--- src/hdl/imhq_ram.sv ---
`timescale 1ns / 1ps
module imhq_ram #(
    parameter int WIDTH = 8,
    parameter int DEPTH = 16
) (
    input  logic                     i_clk,
    input  logic                     i_we,
    input  logic [$clog2(DEPTH)-1:0] i_waddr,
    input  logic [WIDTH-1:0]         i_wdata,
    input  logic [$clog2(DEPTH)-1:0] i_raddr,
    output logic [WIDTH-1:0]         o_rdata
);
    logic [WIDTH-1:0] r_mem [DEPTH];
    always_ff @(posedge i_clk) begin
        if (i_we) r_mem[i_waddr] <= i_wdata;
        o_rdata <= r_mem[i_raddr];
    end
endmodule

--- config.mk ---
export PLATFORM = sky130hd
export DESIGN_NAME = imhq_ram
export DESIGN_NICKNAME = d
export VERILOG_FILES = /design/src/hdl/imhq_ram.sv
export SDC_FILE = /design/constraint.sdc
export NUM_CORES = 1
export LEC_CHECK = 0
export BUFFER_PORTS_ARGS = -buffer_cell sky130_fd_sc_hd__buf_2
export CAP_MARGIN = 20
export CORE_UTILIZATION = 45
export DETAILED_ROUTE_END_ITERATION = 10
export PLACE_DENSITY = 0.59
export SLEW_MARGIN = 15
export SYNTH_ARGS = -nofsm -noshare
export SYNTH_HDL_FRONTEND = slang
export SYNTH_SLANG_ARGS = --single-unit
export TNS_END_PERCENT = 50
--- constraint.sdc ---
create_clock -name i_clk -period 3.8 [get_ports i_clk]
set_input_delay 0.38 -clock i_clk [delete_from_list [all_inputs] [get_ports i_clk]]
set_output_delay 0.38 -clock i_clk [all_outputs]
set_load 0.05 [all_outputs]
Word level (Yosys, flattened, before mapping)
Memory sizes are Yosys's and may differ from the RTL's. A register that Yosys moved wholly into a read port is not among the register bits. Index checks and enable logic that the tools add are counted.

Mux-type cells: 2.

Operator list (number): 1-bit two-way mux (2).

Bits of input ports: 18. RAM bits: 128. Logic and storage cells: 3. Memories: 1. Register bits after elaboration: 0.

Memory list: r_mem (depth 16, bits a word 8, rd ports 1, clocked after memory_dff 1, write ports 1, line 13) `logic [WIDTH-1:0] r_mem [DEPTH];`.

Depth between registers and ports, before layout
Word-level depth: 2. Depth in mapped cells: 5.

Worst setup path before layout
OpenSTA, ideal clock, no wires.

Path kind: input to register. From: input port i_waddr[2]. To: memory r_mem[0][0] (enable). Data required time: 3417 ps. Arrival: 1490 ps. Stages: 2. Setup slack: 1927 ps. Path through: or3b_2 nor3_1.

RTL lines: from (decl) (line 8) `input logic [$clog2(DEPTH)-1:0] i_waddr,`; to (decl) (line 13).

No word-level cell before the write port.

==> summary.md <==
| Metric | Value |
|---|---|
| Via count | `2,406` |
| Maximum VDD drop | `459 µV` |
| Synth area leaders | `edfxtp_1, mux4_2, mux4_1` |
| Area growth, synth to finish | `16.4%` |
| Hold path endpoint | `r_mem[13][7]` |
| RSZ-0062 raised after global routing | `false` |
| Slew Limit Fails | `0` |
| Final worst-path cycle share | `0.480` |
| Req. time, crit path | `4100 ps` |
| R2R Setup Slk | `2410 ps` |
| Diodes inserted | `0` |
| Die Ht | `109 µm` |
| Max stage delay on crit path | `570 ps` |
| Clock Power Share | `0.463` |
| Finish-stage setup viols | `0` |
| Combinational share of power | `0.052` |
| CTS Hold Bufs | `0` |
| # fillers | `830` |
| Synthesized Nets | `247` |
| Clock Tree Buf Depth | `2` |
| HPWL Detailed | `6000 µm` |
| Crit-path cells | `buf_2, buf_4, mux4_1, a22oi_1, nand2_1` |
| Clock skew | `4.93 ps` |
| Internal | `0.00276 W` |
| Pleak | `2.00 nW` |
| Setup Fix Bufs, Post-CTS | `0` |
| CTS tree | `built` |
| Seq cells post-synth | `136` |
| Setup TNS | `0 ps` |
| First-pass GRT wire length | `14,600 µm` |
| Worst Min Path Start | `i_wdata[7]` |
| H-tree depth | `4` |
| Initial antenna violation count | `0` |
| Peak Freq | `549 MHz` |
| Total of max-cap violations | `0` |
| Switching power share of the total | `0.207` |
| Yosys top cell area share | `0.747` |
| Ys Warns | `0` |
| Core box area | `11,000 µm²` |
| Critical setup path kind | `primary input to flop` |
| Clock Pin Slew Worst Setup and Hold Paths | `60 ps` |
| Starting Density | `0.469` |
| Startpoint types | `primary input` |
| Count of nets after finishing | `287` |
| Routability cong. | `0.695` |
| Post-synthesis sequential area ratio | `0.778` |
| Status | `finished clean` |
| Vias in the first global route | `2,428` |
| GRT Total Usage | `0.185` |
| Grt ovf | `0` |
| Top-Level Pins | `26` |
| Area leader, netlist | `edfxtp_1` |
| Net Sw Power | `0.000721 W` |
| Worst Setup End Kind | `flop` |
| DRT Wirelength | `9650 µm` |
| Synth unique cells | `19` |
| Power Dens Cells | `581 nW/µm²` |
| Rel. slew slack | `0.339` |
| RR Endpoint | `o_rdata[7]` |
| Antenna viol nets, final | `0` |
| Clock tree root buffer cell | `clkbuf_16` |
| Worst hold path class | `primary input to flop` |
| Worst Hold Depth | `1` |
| Die width | `109 µm` |
| WL/cell | `22.9 µm` |
| CP max stage cell | `mux4_1` |
| Worst Tran Pin Value | `988 ps` |
| Row cnt | `38` |
| Synthesized area | `5150 µm²` |
| Die area | `11,900 µm²` |
| Vias per inst | `5.71` |
| Crit path max fanout | `16` |
| Initial DRC count | `199` |
| Fin Hold WS | `353 ps` |
| I/O Buffers | `25` |
| DR DRC count | `0` |
| Critical path arrival | `2120 ps` |
| Cts repair resizes | `0` |
| CTS Sinks | `136` |
| Share of cells above drive strength 1 | `0.278` |
| Largest net degree at the start of global routing | `33` |
| Mean Syn Cell Area | `22.5 µm²` |
| CTS buffer count | `17` |
| Sequential share of power | `0.484` |
| Final Hold Violating Endpoints | `0` |
| Syn Inst Count | `229` |
| Period minus WS final | `1820 ps` |
| Detailed-router iteration count before antenna repair | `4` |
| Worst r2r src | `r_mem[0][7]` |
| Clk_lat worst skew | `410 ps` |
| Worst R2R Path Depth | `3` |
-- cells by family (layout without fill, tap and decap cells) --
kind of cell    Yosys count  count (layout)  synth area share
mux                      32              32             0.150
simple gates             35              35            0.0318
buf+inv                  10              62            0.0168
flops                   136             136             0.778
compound gates           16              16            0.0233
-- placed cells by master, fill, tap and decap left out, types with 4 or more instances in the layout --
| cell type | synthesis | routed |
|---|---|---|
| edfxtp_1 | 128 | 128 |
| buf_2 | 3 | 25 |
| mux4_2 | 18 | 18 |
| clkbuf_16 | 0 | 17 |
| a22oi_1 | 16 | 16 |
| mux4_1 | 14 | 14 |
| nor2_1 | 13 | 13 |
| nand2_1 | 9 | 9 |
| dfxtp_1 | 8 | 8 |
| buf_4 | 1 | 6 |
| nor3_1 | 4 | 4 |
-- final cells by class --
type	count	area (µm²)	share of cell area
clock buffers	18	429	0.0716
clock inverters	13	156	0.0261
multi-input cells	83	1060	0.176
flip-flops and latches	136	4000	0.668
well taps	140	175	0.0292
repair buffers	31	170	0.0284
-- per-layer routing --
metal,part of all wire,routed length (µm),up-vias,track usage
met4,0.017,161,0,0.0772
li1,-,-,1053,-
met2,0.48,4640,75,0.279
met5,0,0,-,0
met1,0.46,4470,1261,0.251
met3,0.039,379,17,0.0586
-- how the worst max path moves through the flow --
stage,cells past startpoint,end,slack [ps],from
CTS,5,o_rdata[3],1960,i_raddr[0]
global placement,5,o_rdata[1],1540,i_raddr[0]
floorplan,2,r_mem[0][0],1930,i_waddr[2]
finish,5,o_rdata[3],1980,i_raddr[0]
global route,5,o_rdata[1],1840,i_raddr[0]
detailed placement,5,o_rdata[1],1530,i_raddr[0]
-- metrics by stage --
step | instances | total power, W | util | cell area [µm²] | setup slack (ps)
floorplan | 229 | 0.00184 | - | 5150 | 1930
global placement | 390 | 0.00190 | 0.492 | 5410 | 1540
detailed placement | 390 | 0.00190 | 0.492 | 5410 | 1530
CTS | 421 | 0.00350 | 0.546 | 5990 | 1960
global route | 421 | 0.00358 | 0.546 | 5990 | 1840
finish | 421 | 0.00348 | 0.546 | 5990 | 1980
-- sequential cells by signal, summed over array words and instances, names as in the netlist --
signal,flops
r_mem,128
o_rdata,8
-- power groups by stage --
stage | logic [W] | registers, W | clock network (W)
2_1_floorplan | 0.0000851 | 0.00175 | 0
3_3_place_gp | 0.000180 | 0.00172 | 0
3_5_place_dp | 0.000183 | 0.00172 | 0
4_1_cts | 0.000183 | 0.00169 | 0.00163
5_1_grt | 0.000197 | 0.00169 | 0.00169
6_report | 0.000182 | 0.00169 | 0.00161
-- critical path, delay by kind of cell --
kind	cells	cell delay, ps
multiplexers	1	570
AND/OR/NAND/NOR	1	80
buffers and inverters	2	770
AO/OA/AOI/OAI	1	310
-- Yosys cell counts --
master / instances
a22oi_1: 16
and2_1: 1
and2b_1: 1
buf_2: 3
buf_4: 1
buf_6: 3
clkdlybuf4s25_2: 3
dfxtp_1: 8
edfxtp_1: 128
mux4_1: 14
mux4_2: 18
nand2_1: 9
nand2b_1: 2
nand3_1: 1
nand3b_1: 2
nor2_1: 13
nor2b_1: 1
nor3_1: 4
or3b_2: 1
(Power assumes the default switching activity.)
